## config.mk

```make
export PLATFORM = sky130hd
export DESIGN_NAME = key_value_token_parser
export DESIGN_NICKNAME = d
export VERILOG_FILES = /design/src/rtl/core/kvtp_pkg.sv /design/src/rtl/core/kvtp_decode.sv /design/src/rtl/core/key_value_token_parser.sv
export SDC_FILE = /design/constraint.sdc
export NUM_CORES = 1
export LEC_CHECK = 0
export BUFFER_PORTS_ARGS = -buffer_cell sky130_fd_sc_hd__buf_2
export CAP_MARGIN = 20
export CORE_MARGIN = 4
export CORE_UTILIZATION = 35
export DETAILED_ROUTE_END_ITERATION = 12
export PLACE_DENSITY = 0.49
export SYNTH_ARGS = -nofsm -noshare
export SYNTH_HDL_FRONTEND = slang
export SYNTH_SLANG_ARGS = --single-unit
```

## constraint.sdc

```tcl
create_clock -name clk -period 4.3 [get_ports clk]
set_input_delay 0 -clock clk [delete_from_list [all_inputs] [get_ports clk]]
set_output_delay 0 -clock clk [all_outputs]
set_load 0.1 [all_outputs]
```

## src/rtl/core/kvtp_pkg.sv

```systemverilog
// Package for the key/value token parser.
// Holds character codes, status codes, the phase encoding and the result types.
// Depends on nothing.
`default_nettype none

package kvtp_pkg;

  localparam logic [7:0] CH_COLON  = 8'h3A;
  localparam logic [7:0] CH_SPACE  = 8'h20;
  localparam logic [7:0] CH_QUOTE  = 8'h22;
  localparam logic [7:0] CH_BSLASH = 8'h5C;
  localparam logic [7:0] CH_NL     = 8'h0A;
  localparam logic [7:0] CH_CR     = 8'h0D;
  localparam logic [7:0] CH_TAB    = 8'h09;
  localparam logic [7:0] CH_BS     = 8'h08;
  localparam logic [7:0] CH_FF     = 8'h0C;
  localparam logic [7:0] CH_LC_N   = 8'h6E;
  localparam logic [7:0] CH_LC_R   = 8'h72;
  localparam logic [7:0] CH_LC_T   = 8'h74;
  localparam logic [7:0] CH_LC_B   = 8'h62;
  localparam logic [7:0] CH_LC_F   = 8'h66;

  localparam logic [1:0] ST_OK       = 2'd0;
  localparam logic [1:0] ST_NO_KEY   = 2'd1;
  localparam logic [1:0] ST_OPEN     = 2'd2;
  localparam logic [1:0] ST_DANGLING = 2'd3;

  typedef enum logic [6:0] {
    PH_SKIP_KEY = 7'b0000001,
    PH_KEY      = 7'b0000010,
    PH_SKIP_VAL = 7'b0000100,
    PH_UNQUOTED = 7'b0001000,
    PH_QUOTED   = 7'b0010000,
    PH_ESCAPE   = 7'b0100000,
    PH_DISCARD  = 7'b1000000
  } kvtp_phase_t;

  typedef struct packed {
    logic [7:0] out_byte;
    logic       byte_valid;
    logic       byte_in_value;
    logic       item_done;
    logic       item_has_value;
    logic [1:0] parse_status;
    logic       last_of_run;
  } kvtp_result_t;

  typedef struct packed {
    logic [1:0]   count;
    kvtp_result_t r0;
    kvtp_result_t r1;
    kvtp_phase_t  phase_next;
  } kvtp_step_t;

endpackage

`default_nettype wire

```

## src/rtl/core/kvtp_decode.sv

```systemverilog
// Per-byte decode logic of the key/value token parser.
// Maps the current phase and one input byte to up to two results and the next phase.
// Depends on kvtp_pkg.
`default_nettype none

module kvtp_decode
  import kvtp_pkg::*;
(
  input  kvtp_phase_t phase,
  input  logic [7:0]  text_byte,
  input  logic        end_of_text,
  input  logic        value_to_line_end,
  output kvtp_step_t  step
);

  function automatic kvtp_result_t mk(input logic [7:0] b, input logic valid,
                                      input logic inval, input logic done,
                                      input logic hasval, input logic [1:0] status);
    kvtp_result_t r;
    r.out_byte       = valid ? b : 8'd0;
    r.byte_valid     = valid;
    r.byte_in_value  = valid & inval;
    r.item_done      = done;
    r.item_has_value = done & hasval;
    r.parse_status   = status;
    r.last_of_run    = 1'b0;
    return r;
  endfunction

  logic [7:0]  delim;
  logic [7:0]  esc_char;
  logic        esc_known;
  kvtp_phase_t nxt;
  logic        eot;
  logic [7:0]  c;

  assign c     = text_byte;
  assign eot   = end_of_text;
  assign delim = value_to_line_end ? CH_NL : CH_SPACE;

  always_comb begin
    esc_known = 1'b1;
    esc_char  = c;
    case (c)
      CH_QUOTE, CH_BSLASH: esc_char = c;
      CH_LC_N: esc_char = CH_NL;
      CH_LC_R: esc_char = CH_CR;
      CH_LC_T: esc_char = CH_TAB;
      CH_LC_B: esc_char = CH_BS;
      CH_LC_F: esc_char = CH_FF;
      default: esc_known = 1'b0;
    endcase
  end

  always_comb begin
    step.count = 2'd0;
    step.r0    = '0;
    step.r1    = '0;
    nxt        = phase;
    case (phase)
      PH_SKIP_KEY: begin
        if (c == CH_SPACE) begin
          if (eot) begin
            step.r0 = mk(8'd0, 1'b0, 1'b0, 1'b0, 1'b0, ST_NO_KEY);
            step.count = 2'd1;
          end
        end else if (c == CH_COLON) begin
          step.r0 = mk(8'd0, 1'b0, 1'b0, 1'b0, 1'b0, ST_NO_KEY);
          step.count = 2'd1;
          nxt = PH_DISCARD;
        end else begin
          step.r0 = mk(c, 1'b1, 1'b0, eot, 1'b0, ST_OK);
          step.count = 2'd1;
          nxt = PH_KEY;
        end
      end
      PH_KEY: begin
        if (c == CH_SPACE) begin
          step.r0 = mk(8'd0, 1'b0, 1'b0, 1'b1, 1'b0, ST_OK);
          step.count = 2'd1;
          nxt = PH_SKIP_KEY;
        end else if (c == CH_COLON) begin
          if (eot) begin
            step.r0 = mk(8'd0, 1'b0, 1'b0, 1'b1, 1'b1, ST_OK);
            step.count = 2'd1;
          end
          nxt = PH_SKIP_VAL;
        end else begin
          step.r0 = mk(c, 1'b1, 1'b0, eot, 1'b0, ST_OK);
          step.count = 2'd1;
        end
      end
      PH_SKIP_VAL: begin
        if (c == CH_SPACE) begin
          if (eot) begin
            step.r0 = mk(8'd0, 1'b0, 1'b0, 1'b1, 1'b1, ST_OK);
            step.count = 2'd1;
          end
        end else if (c == CH_QUOTE) begin
          if (eot) begin
            step.r0 = mk(8'd0, 1'b0, 1'b0, 1'b0, 1'b0, ST_OPEN);
            step.count = 2'd1;
          end
          nxt = PH_QUOTED;
        end else if (c == delim) begin
          step.r0 = mk(8'd0, 1'b0, 1'b0, 1'b1, 1'b1, ST_OK);
          step.count = 2'd1;
          nxt = PH_SKIP_KEY;
        end else begin
          step.r0 = mk(c, 1'b1, 1'b1, eot, 1'b1, ST_OK);
          step.count = 2'd1;
          nxt = PH_UNQUOTED;
        end
      end
      PH_UNQUOTED: begin
        if (c == delim) begin
          step.r0 = mk(8'd0, 1'b0, 1'b0, 1'b1, 1'b1, ST_OK);
          step.count = 2'd1;
          nxt = PH_SKIP_KEY;
        end else begin
          step.r0 = mk(c, 1'b1, 1'b1, eot, 1'b1, ST_OK);
          step.count = 2'd1;
        end
      end
      PH_QUOTED: begin
        if (c == CH_QUOTE) begin
          step.r0 = mk(8'd0, 1'b0, 1'b0, 1'b1, 1'b1, ST_OK);
          step.count = 2'd1;
          nxt = PH_SKIP_KEY;
        end else if (c == CH_BSLASH) begin
          if (eot) begin
            step.r0 = mk(8'd0, 1'b0, 1'b0, 1'b0, 1'b0, ST_DANGLING);
            step.count = 2'd1;
          end
          nxt = PH_ESCAPE;
        end else if (eot) begin
          step.r0 = mk(8'd0, 1'b0, 1'b0, 1'b0, 1'b0, ST_OPEN);
          step.count = 2'd1;
        end else begin
          step.r0 = mk(c, 1'b1, 1'b1, 1'b0, 1'b0, ST_OK);
          step.count = 2'd1;
        end
      end
      PH_ESCAPE: begin
        if (eot) begin
          step.r0 = mk(8'd0, 1'b0, 1'b0, 1'b0, 1'b0, ST_OPEN);
          step.count = 2'd1;
        end else if (esc_known) begin
          step.r0 = mk(esc_char, 1'b1, 1'b1, 1'b0, 1'b0, ST_OK);
          step.count = 2'd1;
        end else begin
          step.r0 = mk(CH_BSLASH, 1'b1, 1'b1, 1'b0, 1'b0, ST_OK);
          step.r1 = mk(c, 1'b1, 1'b1, 1'b0, 1'b0, ST_OK);
          step.count = 2'd2;
        end
        nxt = PH_QUOTED;
      end
      default: begin
        nxt = phase;
      end
    endcase
    step.r0.last_of_run = (step.count == 2'd1);
    step.r1.last_of_run = (step.count == 2'd2);
    step.phase_next = eot ? PH_SKIP_KEY : nxt;
  end

endmodule

`default_nettype wire

```

## src/rtl/core/key_value_token_parser.sv

```systemverilog
// Top level of the key/value token parser.
// Input register, per-byte decode and a four-entry result queue.
// Depends on kvtp_pkg and kvtp_decode.
//
// The input channel carries one text byte per item with an end-of-text
// flag; an item is taken at a clock edge where in_valid is high and
// in_stall is low. Each item causes zero, one or two result items on the
// output channel, taken where out_valid is high and out_stall is low.
// The configuration channel writes value_to_line_end through cfg_data
// when cfg_valid is high; cfg_ready is always high.
// An accepted item is held in the input register and, while the queue
// has room, is decoded into the result queue, where its first result,
// if any, appears and out_valid goes high.
// Throughput is one item per cycle while the queue has room. An unknown
// escape inside quotes gives two results, but the backslash before it
// gives none, so a free receiver keeps up; in_stall rises only while the
// queue holds three or more results and the input register is occupied.
// When the receiver stalls, the head result holds and the queue fills,
// then the input side stalls. Reset empties the queue and the input
// register, clears the line-mode register and returns to skipping spaces
// before a key.
`default_nettype none

module key_value_token_parser
  import kvtp_pkg::*;
(
  input  logic       clk,
  input  logic       rst,
  input  logic       cfg_valid,
  output logic       cfg_ready,
  input  logic       cfg_data,
  input  logic       in_valid,
  output logic       in_stall,
  input  logic [7:0] text_byte,
  input  logic       end_of_text,
  output logic       out_valid,
  input  logic       out_stall,
  output logic [7:0] out_byte,
  output logic       byte_valid,
  output logic       byte_in_value,
  output logic       item_done,
  output logic       item_has_value,
  output logic [1:0] parse_status,
  output logic       last_of_run
);

  localparam int QDepth = 4;
  localparam int PtrW   = $clog2(QDepth);
  localparam int CntW   = $clog2(QDepth + 1);

  logic                value_to_line_end;
  kvtp_phase_t         phase;
  logic                s1_valid;
  logic [7:0]          s1_byte;
  logic                s1_eot;
  kvtp_result_t        queue [QDepth];
  logic [PtrW-1:0]     wr_ptr;
  logic [PtrW-1:0]     rd_ptr;
  logic [CntW-1:0]     count;
  logic [CntW-1:0]     count_next;
  logic [CntW-1:0]     push_n;
  logic                room;
  logic                advance;
  logic                accept;
  logic                pop;
  kvtp_step_t          step;
  kvtp_result_t        head;

  kvtp_decode u_decode (
    .phase             (phase),
    .text_byte         (s1_byte),
    .end_of_text       (s1_eot),
    .value_to_line_end (value_to_line_end),
    .step              (step)
  );

  assign cfg_ready  = 1'b1;
  assign room       = (count <= CntW'(QDepth - 2));
  assign advance    = s1_valid & room;
  assign in_stall   = s1_valid & ~room;
  assign accept     = in_valid & ~in_stall;
  assign out_valid  = (count != '0);
  assign pop        = out_valid & ~out_stall;
  assign push_n     = advance ? CntW'(step.count) : '0;
  assign count_next = count - CntW'(pop) + push_n;

  always_ff @(posedge clk) begin
    if (rst) begin
      value_to_line_end <= 1'b0;
    end else if (cfg_valid && cfg_ready) begin
      value_to_line_end <= cfg_data;
    end
  end

  always_ff @(posedge clk) begin
    if (rst) begin
      s1_valid <= 1'b0;
    end else begin
      s1_valid <= accept | (s1_valid & ~advance);
    end
    if (accept) begin
      s1_byte <= text_byte;
      s1_eot  <= end_of_text;
    end
  end

  always_ff @(posedge clk) begin
    if (rst) begin
      phase  <= PH_SKIP_KEY;
      wr_ptr <= '0;
      rd_ptr <= '0;
      count  <= '0;
    end else begin
      count <= count_next;
      if (pop) begin
        rd_ptr <= rd_ptr + PtrW'(1);
      end
      if (advance) begin
        phase  <= step.phase_next;
        wr_ptr <= wr_ptr + PtrW'(step.count);
      end
    end
  end

  always_ff @(posedge clk) begin
    if (advance && step.count != 2'd0) begin
      queue[wr_ptr] <= step.r0;
    end
    if (advance && step.count == 2'd2) begin
      queue[wr_ptr + PtrW'(1)] <= step.r1;
    end
  end

  assign head           = queue[rd_ptr];
  assign out_byte       = head.out_byte;
  assign byte_valid     = head.byte_valid;
  assign byte_in_value  = head.byte_in_value;
  assign item_done      = head.item_done;
  assign item_has_value = head.item_has_value;
  assign parse_status   = head.parse_status;
  assign last_of_run    = head.last_of_run;

endmodule

`default_nettype wire

```

Word-level counts from Yosys, hierarchy flattened
Memories as Yosys holds them, arrays and structs flattened. A register that Yosys moved wholly into a read port is not among the register bits.
Index checks and enable logic that the tools add are counted.
{ "totals": {"ff_bits": 25, "ramBits": 60, "in_bits": 15, "output_inout_bits": 18, "wordCells": 97, "n_memories": 1} }
{ "memory_table": {"columns": ["memory", "words", "word_bits", "rd", "rd_ports_with_merged_regs", "write_ports", "line_no", "source"], "rows": [
  ["queue", 4, 15, 1, 1, 2, "key_value_token_parser.sv:56", "kvtp_result_t queue [QDepth];"]
]} }
{ "classes": {"n_addsub": 5, "n_lt_le_gt_ge": 1, "n_eq_ne": 23, "mux": 42, "bitwise": 10, "n_reduce_logical": 7} }
{ "ops": {"columns": ["cell", "n"], "rows": [
  ["$mux W17", 9],
  ["$pmux W17 S6", 1],
  ["$mux W15", 6],
  ["$mux W7", 10],
  ["$mux W16", 4],
  ["$eq A8 B7 Y1 const B", 6],
  ["$pmux W7 S6", 1],
  ["$pmux W8 S5", 1],
  ["$eq A8 B6 Y1 const B", 3],
  ["$eq A8 B8 Y1", 1],
  ["$ne A4 B2 Y1 const B", 2],
  ["$eq A7 B1 Y1 const B", 1],
  ["$eq A7 B2 Y1 const B", 1],
  ["$eq A7 B3 Y1 const B", 1],
  ["$eq A7 B4 Y1 const B", 1],
  ["$eq A7 B5 Y1 const B", 1],
  ["$eq A7 B6 Y1 const B", 1],
  ["$reduce_and A7 Y1", 1],
  ["$reduce_bool A7 Y1", 1],
  ["$reduce_or A7 Y1", 1],
  ["$mux W2", 3],
  ["$mux W6", 1],
  ["$ne A3 B3 Y1 const B", 2],
  ["$and A1 B1 Y1", 5],
  ["15 further kinds", 24]
]} }

Logic depth before layout (Yosys ltp)
{ "depth": {"ltp_word": 10, "depth_mapped": 17, "ltp_nobuf": 15} }

By module
A second synthesis with hierarchy kept.
{ "unflattened": {"hier_cells": 456, "hier_area_um2": 5276.3} }
{ "by_module_without_submodules": {"columns": ["mod", "instances", "cells_each", "area_per_inst_um2"], "rows": [
  ["key_value_token_parser", 1, 263, 4115.2],
  ["kvtp_decode", 1, 193, 1161.1]
]} }

Worst setup path before layout
No wires, ideal clock.
{ "synth_path": {"path_type": "register to register", "start": "register s1_byte[6]", "end": "register count[2]", "setup_time_ns": 0.128, "arrival_time_ns": 3.432, "slack_ns": 0.741, "stages_incl_launch_ff": 17, "path_buffers": 1, "synth_period_minus_slack_ns": 3.559, "path_cell_list": "edfxtp_1 or3_1 nor3_2 o22ai_1 or3b_1 buf_4 nor3_1 inv_1 nand2_1 ha_1 inv_1 ha_1 inv_1 fa_1 xnor2_1 xnor2_1 nor2_1"} }
{ "synth_via": {"elab_chain_cells": 8, "elab_cells_between_ends": 23} }
{ "synth_lines": {"columns": ["element", "line_no", "source"], "rows": [
  ["start, declared", "key_value_token_parser.sv:54", "logic [7:0] s1_byte;"],
  ["start signal, assigned", "key_value_token_parser.sv:102", "s1_byte <= text_byte;"],
  ["$eq A8 B7 Y1, or another cell as far along", "kvtp_decode.sv:44", "case (c)"],
  ["$reduce_or A7 Y1 (no line)", null, null],
  ["$mux W1", "kvtp_decode.sv:44", null],
  ["$mux W17", "kvtp_decode.sv:148", "end else if (esc_known) begin"],
  ["$mux W17", "kvtp_decode.sv:145", "if (eot) begin"],
  ["$pmux W17 S6 (*)", "kvtp_decode.sv:60", "case (phase)"],
  ["$mux W2 (*)", "key_value_token_parser.sv:84", "assign push_n = advance ? CntW'(step.count) : '0;"],
  ["$add A3 B2 Y3 (*)", "key_value_token_parser.sv:85", "assign count_next = count - CntW'(pop) + push_n;"],
  ["end signal, assigned", "key_value_token_parser.sv:114", "count <= count_next;"],
  ["end, declared", "key_value_token_parser.sv:59", "logic [CntW-1:0] count;"]
]} }
Every way passes the cells marked *; elsewhere a longest branch is shown, timed or not.
A chain may end at the register's enable or synchronous reset.

Final worst setup path
{ "layout_path": {"start": "register s1_byte[1]", "end": "register count[2]"} }
The elaborated chain is that of the path after synthesis.

==> impl.org <==
** Clocking
- The clock passes through at most 2 buffers.
- Clock tree synthesis found a total of 87 sinks.
- Inserted Clock Buffers :: 9
- H-tree depth reported by CTS :: 3
- After clock tree synthesis, the repair step resized 0 gates.
- After clock tree synthesis, the clock-pin slew on the worst setup and hold paths is 0.06 ns.
- Clock network latency to the later pin of the worst-skew pair :: 0.35 ns
- TritonCTS built the clock tree.
- In this run the clock root is driven by a sky130_fd_sc_hd__clkbuf_16.

** Logic synthesis
- In this run, distinct cell masters in the synthesized netlist total 74.
- In the synthesized netlist the async set-or-reset flop fraction comes to 0.
- Post-synthesis sequential element count :: 87
- Most instantiated flip-flop cell in the synthesis netlist :: sky130_fd_sc_hd__edfxtp_1
- Yosys mapped a number of flops with a built-in enable equal to 53.
- Mean post-synth cell area :: 10.5 um^2
- The share of the Yosys chip area taken by registers is 0.479.
- For this run, the number of Yosys warnings is 0.
- Syn nets :: 474
- Synthesis handed over a netlist of 454 instances.
- Post-Syn Area :: 4750 um^2

** Global route
- Largest net degree at the start of global routing :: 19
- GRT Util Overall :: 0.168
- Number of antenna violations at the first check in global routing :: 0
- Gr ovfl total :: 0
- The first global-routing pass estimated 20800 um of wire.
- The via count of the first global-routing pass was 3768.

** STA
- Setup violations remaining at the end of the flow were counted as 0.
- Worst hold slack across all endpoints :: 0.0466 ns
- Slew at the pin closest to its max-slew limit :: 0.828 ns
- Across the routed clock network, the largest skew measured is 0.0102 ns.
- Setup repair after global routing left no endpoint under its margin.
- Final critical-path required period :: 3.89 ns
- Final count of pins violating max slew :: 0
- Maximum operating frequency :: 257 MHz
- Headroom to the max-slew limit came out at 0.447.
- Aggregate negative setup slack :: 0 ns
- The final hold violation count was 0.
- Final critical-path share of the clock period :: 0.905

** Placed design
- Counting tap cells, the placed design contains a total of 642 instances.
- Final Wtd Congestion :: 0.833
- Detailed placer's ending HPWL :: 9010 um
- During placement, the flow inserted port buffers numbering 31.

** Routing
- Router iterations before antenna repair :: 4
- For this block, the via count after detailed routing is 3758.
- The detail route stage leaves a number of antenna-violating nets equal to 0.
- Count of routing violations after the opening detailed-route iteration :: 316
- After detailed routing, the total wire length is 12500 um.
- DRC viols :: 0
- Routed wirelength normalized by instance count :: 18.7 um
- In the routed layout, each cell is associated on average with a via count of 5.60.

** Critical path
- Slowest cell on the critical path :: sky130_fd_sc_hd__edfxtp_1
- For flop-to-flop paths, the worst setup slack is 0.41 ns.
- Endpoint required time on the critical path :: 4.52 ns
- The endpoint identified for the worst register-to-register timing path is count[2].
- The worst setup path is launched from a flip-flop.
- In this design, the critical path's most frequently occurring cell is sky130_fd_sc_hd__inv_1.
- Category of the most critical setup path :: reg -> reg
- Highest cell delay on the worst timing path :: 0.66 ns
- Data arrives at the worst endpoint at 4.11 ns.
- Worst Path Buf+Inv :: 3
- The kind of cell with the highest combined delay along the critical path is simple AND/OR/NAND/NOR gates.
- Maximum fanout along the worst path :: 16
- For the worst flop-to-flop path, the logic depth is 15.
- Type of element capturing the critical path :: flip-flop
- Traced cell by cell, the critical path runs through or4bb_1 > nand2b_1 > a21boi_0 > nor2_1 > nor3_1 > inv_1 > nand2_1 > ha_1 > inv_1 > ha_1 > inv_1 > fa_1 > xnor2_1 > xnor2_1 > nor2_1.
- Startpoint of the most critical register-to-register path :: s1_byte[1]

** Floorplan
- The initial utilization of the core area, before any placement, comes to 0.358.
- The die is 124 um wide.
- The floorplan has 42 rows.
- Total Die Area :: 15500 um^2
- In this run the count of I/O pins placed on the die edge is 33.
- Placeable core area :: 13200 um^2
- Measured along the y axis, the die boundary spans 124 um.

** Layout
- The library cell used most frequently in the layout, excluding fill and tap cells, is sky130_fd_sc_hd__edfxtp_1.
- In the layout the commonest cells are sky130_fd_sc_hd__edfxtp_1, sky130_fd_sc_hd__nor2_1, sky130_fd_sc_hd__o21ai_0, sky130_fd_sc_hd__dfxtp_1.
- Count of antenna diodes in the layout :: 0
- Multi-input combinational cell area :: 2290 um^2
- Layout cell share with drive strength beyond 1 :: 0.174
- The count of cells in the finished layout, fillers not included, comes to 671.
- Area overhead of the layout relative to synthesis :: 15.7%
- In the final layout, flip-flops and latches occupy 2270 um^2.
- For this run, the post-layout net count is 510.
- Fill cells in the final layout number 1318.
- Utilization after layout :: 0.415

** Worst hold path
- Startpoint of the most critical hold path :: rst
- Hold Path Depth :: 2
- Destination of the worst hold path :: rd_ptr[0]
- The worst hold path belongs to the class in -> reg.

** Power
- In this run the static leakage power is 1.89 nW.
- Power spread over the standard cell area amounts to 505 nW/um^2.
- Total Power :: 2.78 mW
- Peak supply drop :: 0.212 mV

** Run
- Max-cap violations in this run came to 0.

** Run status
- Outcome :: finished clean
==> stage by stage <==
step | worst slack [ns] | area (um^2)
global route | 0.0570 | 5490
floorplan | 0.741 | 4750
detailed placement | 0.393 | 5060
finish | 0.407 | 5490
CTS | 0.365 | 5460
global placement | 0.551 | 5060
==> report_power, final <==
part | switching [mW] | leakage [nW] | internal [mW] | total (mW)
registers | 0.0750 | 0.761 | 0.961 | 1.04
logic | 0.708 | 0.995 | 0.287 | 0.995
clock network | 0.332 | 0.137 | 0.412 | 0.744
==> cells in the mapped netlist, types with 3 or more instances <==
master / count / share of area
sky130_fd_sc_hd__a211oi_1: 3 / 0.0047
sky130_fd_sc_hd__a21o_1: 4 / 0.0063
sky130_fd_sc_hd__a21oi_1: 12 / 0.013
sky130_fd_sc_hd__a22o_1: 4 / 0.0074
sky130_fd_sc_hd__a31oi_1: 4 / 0.0053
sky130_fd_sc_hd__and3_1: 5 / 0.0066
sky130_fd_sc_hd__buf_1: 3 / 0.0024
sky130_fd_sc_hd__buf_2: 12 / 0.013
sky130_fd_sc_hd__clkbuf_1: 12 / 0.0095
sky130_fd_sc_hd__dfxtp_1: 34 / 0.14
sky130_fd_sc_hd__edfxtp_1: 53 / 0.34
sky130_fd_sc_hd__ha_1: 4 / 0.011
sky130_fd_sc_hd__inv_1: 11 / 0.0087
sky130_fd_sc_hd__mux2i_1: 4 / 0.0084
sky130_fd_sc_hd__mux4_2: 15 / 0.071
sky130_fd_sc_hd__nand2_1: 31 / 0.025
sky130_fd_sc_hd__nand2b_1: 8 / 0.011
sky130_fd_sc_hd__nand3_1: 25 / 0.026
sky130_fd_sc_hd__nand3b_1: 3 / 0.0047
sky130_fd_sc_hd__nand4b_1: 3 / 0.0055
sky130_fd_sc_hd__nor2_1: 35 / 0.028
sky130_fd_sc_hd__nor2b_1: 6 / 0.0079
sky130_fd_sc_hd__nor3_1: 12 / 0.013
sky130_fd_sc_hd__nor4_1: 6 / 0.0079
sky130_fd_sc_hd__o211ai_1: 6 / 0.0095
sky130_fd_sc_hd__o21ai_0: 34 / 0.036
sky130_fd_sc_hd__o22ai_1: 16 / 0.021
sky130_fd_sc_hd__o2bb2ai_1: 3 / 0.0055
sky130_fd_sc_hd__o32ai_1: 4 / 0.0074
sky130_fd_sc_hd__or3_1: 12 / 0.016
sky130_fd_sc_hd__xnor2_1: 6 / 0.011
sky130_fd_sc_hd__xor2_1: 3 / 0.0055
==> kinds of logic after synthesis <==
family | after synthesis | synth area share
simple gates | 176 | 0.207
compound gates | 116 | 0.163
flops | 87 | 0.479
buf+inv | 41 | 0.0388
mux | 19 | 0.0796
xor+xnor | 9 | 0.0166
fa+ha+maj | 5 | 0.0148
other cells | 1 | 0.000790
==> registers in the layout (all words and copies together) (netlist names), 2 cells and up, named ones only <==
signal and count:
queue 60, s1_byte 8, phase 7, count 3, rd_ptr 2, wr_ptr 2
==> layout make-up <==
class | count | share of cell area
Clock buffer | 11 | 0.0442
Clock inverter | 5 | 0.00729
Timing Repair Buffer | 55 | 0.0702
Inverter | 11 | 0.00752
Tap cell | 176 | 0.0401
Sequential cell | 87 | 0.414
Multi-Input combinational cell | 326 | 0.417
==> metal layers <==
metal | vias up | GRT usage | share of wire
li1 | 1819 | - | -
met1 | 1810 | 0.221 | 0.44
met2 | 104 | 0.267 | 0.47
met3 | 25 | 0.0433 | 0.056
met4 | 0 | 0.0613 | 0.026
met5 | - | 0 | 0
==> worst register-to-register path, cell delays in order (launching register included) <==
cell and delay (ns):
sky130_fd_sc_hd__edfxtp_1 0.66, sky130_fd_sc_hd__or4bb_1 0.62, sky130_fd_sc_hd__nand2b_1 0.26, sky130_fd_sc_hd__a21boi_0 0.32, sky130_fd_sc_hd__nor2_1 0.07, sky130_fd_sc_hd__nor3_1 0.36
sky130_fd_sc_hd__inv_1 0.11, sky130_fd_sc_hd__nand2_1 0.09, sky130_fd_sc_hd__ha_1 0.23, sky130_fd_sc_hd__inv_1 0.06, sky130_fd_sc_hd__ha_1 0.14, sky130_fd_sc_hd__inv_1 0.05
sky130_fd_sc_hd__fa_1 0.43, sky130_fd_sc_hd__xnor2_1 0.18, sky130_fd_sc_hd__xnor2_1 0.14, sky130_fd_sc_hd__nor2_1 0.06
==> worst max-delay path by stage <==
| stage | startpoint | end | slack, ns | depth (start not counted) |
|---|---|---|---|---|
| 2_1_floorplan | s1_byte[6] | count[2] | 0.74 | 16 |
| 3_3_place_gp | s1_byte[1] | count[2] | 0.55 | 15 |
| 3_5_place_dp | s1_byte[1] | count[2] | 0.39 | 15 |
| 4_1_cts | s1_byte[1] | count[2] | 0.36 | 15 |
| 5_1_grt | s1_byte[1] | count[2] | 0.06 | 15 |
| 6_report | s1_byte[1] | count[2] | 0.41 | 15 |
==> repair_timing <==
| action | 4_1_cts | 5_1_grt |
|---|---|---|
| hold endpoints to repair | 11 | 0 |
| hold buffers | 12 | 0 |
| setup endpoints to repair | 0 | 0 |
| setup buffers | 0 | 0 |
Note: power is estimated with default switching activity, not from simulation.
